[config.mk]
export PLATFORM = sky130hd
export DESIGN_NAME = ftrs_divider
export DESIGN_NICKNAME = d
export VERILOG_FILES = /design/src/sv/ftrs_pkg.sv /design/src/sv/ftrs_divider.sv
export SDC_FILE = /design/constraint.sdc
export NUM_CORES = 2
export LEC_CHECK = 0
export ABC_CLOCK_PERIOD_IN_PS = 45000
export BUFFER_PORTS_ARGS = -buffer_cell sky130_fd_sc_hd__buf_4
export CORE_ASPECT_RATIO = 0.75
export CORE_MARGIN = 10
export CORE_UTILIZATION = 60
export CTS_BUF_LIST = sky130_fd_sc_hd__clkbuf_8
export CTS_CLUSTER_SIZE = 14
export DETAILED_ROUTE_END_ITERATION = 10
export GPL_TIMING_DRIVEN = 0
export PLACE_DENSITY = 0.78
export SYNTH_ARGS = -nofsm -noshare
export SYNTH_HDL_FRONTEND = slang
export SYNTH_MEMORY_MAX_BITS = 65536
export SYNTH_SLANG_ARGS = --single-unit
[constraint.sdc]
create_clock -name clk -period 45 [get_ports clk]
set_clock_uncertainty 0.05 [all_clocks]
set_input_delay 9 -clock clk [delete_from_list [all_inputs] [get_ports clk]]
set_output_delay 9 -clock clk [all_outputs]
set_load 0.05 [all_outputs]
[src/sv/ftrs_pkg.sv]
// Shared types and constants for the field taper ramp scaler.
// No dependencies; every other file of the block imports this package.
`default_nettype none

package ftrs_pkg;

  localparam int PART_W    = 32;
  localparam int NUM_PARTS = 6;
  localparam int Z_W       = 32;
  localparam int CFG_IDX_W = 2;
  localparam int CFG_W     = 32;

  typedef logic [CFG_IDX_W-1:0] cfg_idx_t;

  localparam cfg_idx_t CFG_TAPER_START = 2'd0;
  localparam cfg_idx_t CFG_TAPER_END   = 2'd1;
  localparam cfg_idx_t CFG_TAPER_MODE  = 2'd2;

  localparam logic MODE_LINEAR = 1'b0;
  localparam logic MODE_CUBIC  = 1'b1;

  localparam logic signed [Z_W-1:0] START_RST = 32'sd0;
  localparam logic signed [Z_W-1:0] END_RST   = 32'sd65536;

  // Data that rides alongside the quotient through the divider.
  typedef struct packed {
    logic                                le_start;
    logic                                ge_end;
    logic [NUM_PARTS-1:0][PART_W-1:0]    part;
  } ftrs_side_t;

endpackage

`default_nettype wire

[src/sv/ftrs_divider.sv]
// Pipelined restoring divider: one quotient bit per stage, FRAC_BITS stages.
// Carries ftrs_side_t alongside; depends on ftrs_pkg.
`default_nettype none

module ftrs_divider import ftrs_pkg::*; #(
  parameter int FRAC_BITS = 16
) (
  input  wire logic                 clk,
  input  wire logic                 rst_n,
  input  wire logic                 in_valid,
  output logic                      in_ready,
  input  wire logic [Z_W-1:0]       rem_in,
  input  wire logic [Z_W-1:0]       den_in,
  input  wire ftrs_side_t           side_in,
  output logic                      out_valid,
  input  wire logic                 out_ready,
  output logic [FRAC_BITS-1:0]      quot_out,
  output ftrs_side_t                side_out
);

  logic                 v_r    [FRAC_BITS];
  logic [Z_W-1:0]       rem_r  [FRAC_BITS];
  logic [Z_W-1:0]       den_r  [FRAC_BITS];
  logic [FRAC_BITS-1:0] quot_r [FRAC_BITS];
  ftrs_side_t           side_r [FRAC_BITS];
  logic [FRAC_BITS-1:0] en;

  for (genvar k = 0; k < FRAC_BITS; k++) begin : g_stage
    logic                 v_in;
    logic [Z_W-1:0]       r_in;
    logic [Z_W-1:0]       d_in;
    logic [FRAC_BITS-1:0] q_in;
    ftrs_side_t           s_in;
    logic                 en_down;
    logic [Z_W:0]         shifted;
    logic                 fits;
    logic [Z_W:0]         diff;

    if (k == 0) begin : g_first
      assign v_in = in_valid;
      assign r_in = rem_in;
      assign d_in = den_in;
      assign q_in = '0;
      assign s_in = side_in;
    end else begin : g_next
      assign v_in = v_r[k-1];
      assign r_in = rem_r[k-1];
      assign d_in = den_r[k-1];
      assign q_in = quot_r[k-1];
      assign s_in = side_r[k-1];
    end

    if (k == FRAC_BITS - 1) begin : g_last
      assign en_down = out_ready;
    end else begin : g_mid
      assign en_down = en[k+1];
    end

    // A stage moves when it is empty or its successor moves, so bubbles close up.
    assign en[k] = !v_r[k] || en_down;

    assign shifted = {r_in, 1'b0};
    assign fits    = shifted >= {1'b0, d_in};
    assign diff    = shifted - {1'b0, d_in};

    always_ff @(posedge clk) begin
      if (!rst_n) begin
        v_r[k] <= 1'b0;
      end else if (en[k]) begin
        v_r[k] <= v_in;
      end
    end

    always_ff @(posedge clk) begin
      if (en[k]) begin
        rem_r[k]  <= fits ? diff[Z_W-1:0] : shifted[Z_W-1:0];
        den_r[k]  <= d_in;
        quot_r[k] <= {q_in[FRAC_BITS-2:0], fits};
        side_r[k] <= s_in;
      end
    end
  end

  assign in_ready  = en[0];
  assign out_valid = v_r[FRAC_BITS-1];
  assign quot_out  = quot_r[FRAC_BITS-1];
  assign side_out  = side_r[FRAC_BITS-1];

endmodule

`default_nettype wire

==> impl_results.md <==
* Vias per inst at 5.75
* Clock-pin slew on the worst setup and hold paths at 0.06 ns
* Max Slew Vio Count at 0
* Die area at 0.286 sq mm
* Initial drt markers at 8,465
* P per Cell Area at 60.2 mW/mm^2
* Layout cells sized above 1 at 14.9%
* Tmin final at 24.87 ns
* PortBufs at 473
* Worst Tran Pin Value at 1.25 ns
* Crit-path cells: buf_4 > nor2b_1 > nand2_4 > nor2_1 > and2_1 > and3_1 > and3_1 > inv_8 > nor2_1 > inv_8 > nor2_1 > nand2_4 > buf_16 > buf_4
* Peak per-stage delay on the critical path at 0.76 ns
* Net Sw Power at 3.34 mW
* Site Rows at 163
* Routed Antenna Nets at 0
* Area grow syn2layout at 12.9%
* Seq cells post-synth at 4,216
* Vias in the first global route at 81,900
* Logic gate share of total power at 26.0%
* Area leader, netlist: edfxtp_1
* Hold Vio Cnt, Final at 0
* Total global-route track usage at 25.3%
* Post-Syn Area at 0.159 sq mm
* TritonCTS clock tree: built
* Hold Startpoint: side_r[0][438]$_DFFE_PP_
* # IOs at 474
* Initial antenna violation count at 21
* Hold Crit Class: register to register
* Sw Ratio at 30.9%
* Post-synth EDFFs at 4,215
* Core outline area at 0.263 sq mm
* Die X at 614 microns
* Syn_area_per_cell at 17.5 sq um
* Critical path class: input port to output pin
* Maximum vdd drop at 0.0000407 V
* Final wirelength at 370,000 microns
* Reg power frac at 48.1%
* Finished Core Util at 68.2%
* Initial Util at 60.4%
* CTS H-Tree Depth at 6
* CP Capture Type: output pin
* Relative slew slack at 16.1%
* DRC at 0
* Postcts setup bufs at 0
* Crit Path Max Fanout at 103
* Area contributors post-synth: edfxtp_1, ha_1, inv_1, a21oi_1, mux2_2
* Met2 Routed Length at 166,000 microns
* # nets final at 11,000
* Crit share post-route at 55.3%
* TritonRoute pass-1 iters at 6
* Max Cap Violations at 0
* Worst EP arrival at 15.82 ns
* GR Overflow Total at 0
* Critical path origin: out_ready
* Top_reg_cell synth: edfxtp_1
* Largest net degree at the start of global routing at 109
* Req. time, crit path at 35.95 ns
* Routability cong. at 0.945
* Seq/Total Area, Yosys at 79.7%
* Mapped Nets at 9,848
* Synth warn at 0
* DP HPWL at 249,000 microns
* Synth top area share at 79.6%
* Clock buffer depth at 4
* Reg-to-Reg Start: v_r[1][7]$_DFFE_PP_
* CP Launch Type: input port
* FFs w/ async S/R, synth at 0%
* CTS Buf Count at 607
* Crit-path slowest cell: nor2_1
* Clk sink count at 4,216
* Routed vias at 81,600
* Mapped Cells at 9,060
* Lkg Pwr at 70.5 nW
* Clock network power share at 25.9%
* Cell mode on critical path: nor2_1
* RSZ-0062 raised after global routing: false
* Top routing layer in use: met5
* Global-route wire length before repair at 541,000 microns
* Met3 WL at 28,700 microns
* Int Pwr at 7.47 mW
* Synth unique cells at 99
* WHS at 0.323 ns
* Routed len/inst at 26.1 microns
* Met1 WL at 162,000 microns
* Setup-failing EPs final at 0
* Post-CTS sizing at 0
* Cts hold-fix bufs at 0
* Status: finished clean
* Fmax at 0.0402 GHz
* Die Ht at 466 microns
* Root buffer cell: clkbuf_8
* Clk Latency, worst-skew pair at 1.03 ns
==> critical path: cells and delay by family <==
family / cells / cell delay, ns
buffers and inverters: 5 / 1.42
and+or+nand+nor: 9 / 5.32
==> path summary, 6_finish.rpt <==
path	endpoint	slack, ns	depth (start not counted)
setup / recovery	in_ready	20.13	14
hold / removal	side_r[0][632]$_DFFE_PP_	0.32	0
setup reg to reg	side_r[0][228]$_DFFE_PP_	37.29	13
hold reg to reg	side_r[0][632]$_DFFE_PP_	0.32	0
==> sequential cells by signal, indices dropped and copies added, names as in the netlist <==
name	flops
side_r	3104
den_r	480
rem_r	480
quot_r	136
v_r	16
==> metrics by stage <==
step,cell area [sq um],setup WS [ns],instances,total power [mW],TNS [ns]
floorplan,159000,2.44,9060,7.15,0
global placement,167000,-15.75,13100,7.98,-3181.42
detailed placement,169000,20.13,13100,8.02,0
CTS,179000,20.03,14200,10.8,0
global route,179000,19.82,14200,11.3,0
finish,179000,20.13,14200,10.8,0
==> metal layers <==
metal | up-vias | GRT usage (%)
li1 | 36900 | -
met4 | 8 | 9.02
met5 | - | 0
met2 | 3613 | 38.5
met1 | 40300 | 37.1
met3 | 743 | 5.08
==> layout make-up <==
cell class                 instances  area (sq um)
fill                           16300         83900
tap                             3547          4440
clock buffer                     621          8550
buffer                           125           616
inverter                         657          2530
antenna                            8          20.0
clock inverter                   422          2270
multi-input combinational       4062         29300
timing repair buffer             530          5100
sequential                      4216        127000
==> placed cells by master (no fill, tap or decap), types with 46 or more instances in the layout <==
cell type / Yosys / final
edfxtp_1: 4215 / 4215
inv_1: 656 / 833
clkbuf_8: 0 / 621
ha_1: 511 / 511
buf_4: 4 / 477
a21oi_1: 468 / 468
nand2_1: 414 / 407
o21ai_0: 352 / 352
nor2_1: 335 / 335
xnor2_1: 235 / 235
a21o_1: 233 / 233
mux2_2: 204 / 204
xor2_1: 163 / 163
clkinv_1: 0 / 139
nand3_1: 103 / 102
clkbuf_1: 86 / 86
o21a_1: 80 / 80
nor3_1: 80 / 80
nor2b_1: 70 / 70
nand4_1: 68 / 68
nand2b_1: 62 / 62
a31oi_1: 58 / 58
and3_1: 57 / 57
buf_16: 0 / 55
o21bai_1: 46 / 46
==> logic make-up after synthesis <==
logic type	count (synthesis)	synth area share (%)
xor+xnor	398	2.19
mux	236	1.70
flops	4216	79.7
fa+ha+maj	526	4.21
compound gates	1562	6.25
buf+inv	782	1.94
simple gates	1340	4.04
==> power groups by stage <==
| stage | Sequential, mW | Combinational, mW | Clock [mW] |
|---|---|---|---|
| 3_5_place_dp | 5.27 | 2.74 | 0 |
| 4_1_cts | 5.20 | 2.77 | 2.86 |
| 2_1_floorplan | 5.18 | 1.97 | 0 |
| 6_report | 5.20 | 2.81 | 2.79 |
| 3_3_place_gp | 5.25 | 2.73 | 0 |
| 5_1_grt | 5.24 | 3.09 | 3.02 |
==> cells in the mapped netlist (19+ instances only) <==
master / count
edfxtp_1: 4215
inv_1: 656
ha_1: 511
a21oi_1: 468
nand2_1: 414
o21ai_0: 352
nor2_1: 335
xnor2_1: 235
a21o_1: 233
mux2_2: 204
xor2_1: 163
nand3_1: 103
clkbuf_1: 86
nor3_1: 80
o21a_1: 80
nor2b_1: 70
nand4_1: 68
nand2b_1: 62
a31oi_1: 58
and3_1: 57
o21bai_1: 46
o31ai_1: 41
a211oi_1: 38
o211ai_1: 33
and2_1: 28
buf_2: 24
or3_1: 24
or2_2: 19
Power figures use the tool's default switching activity.
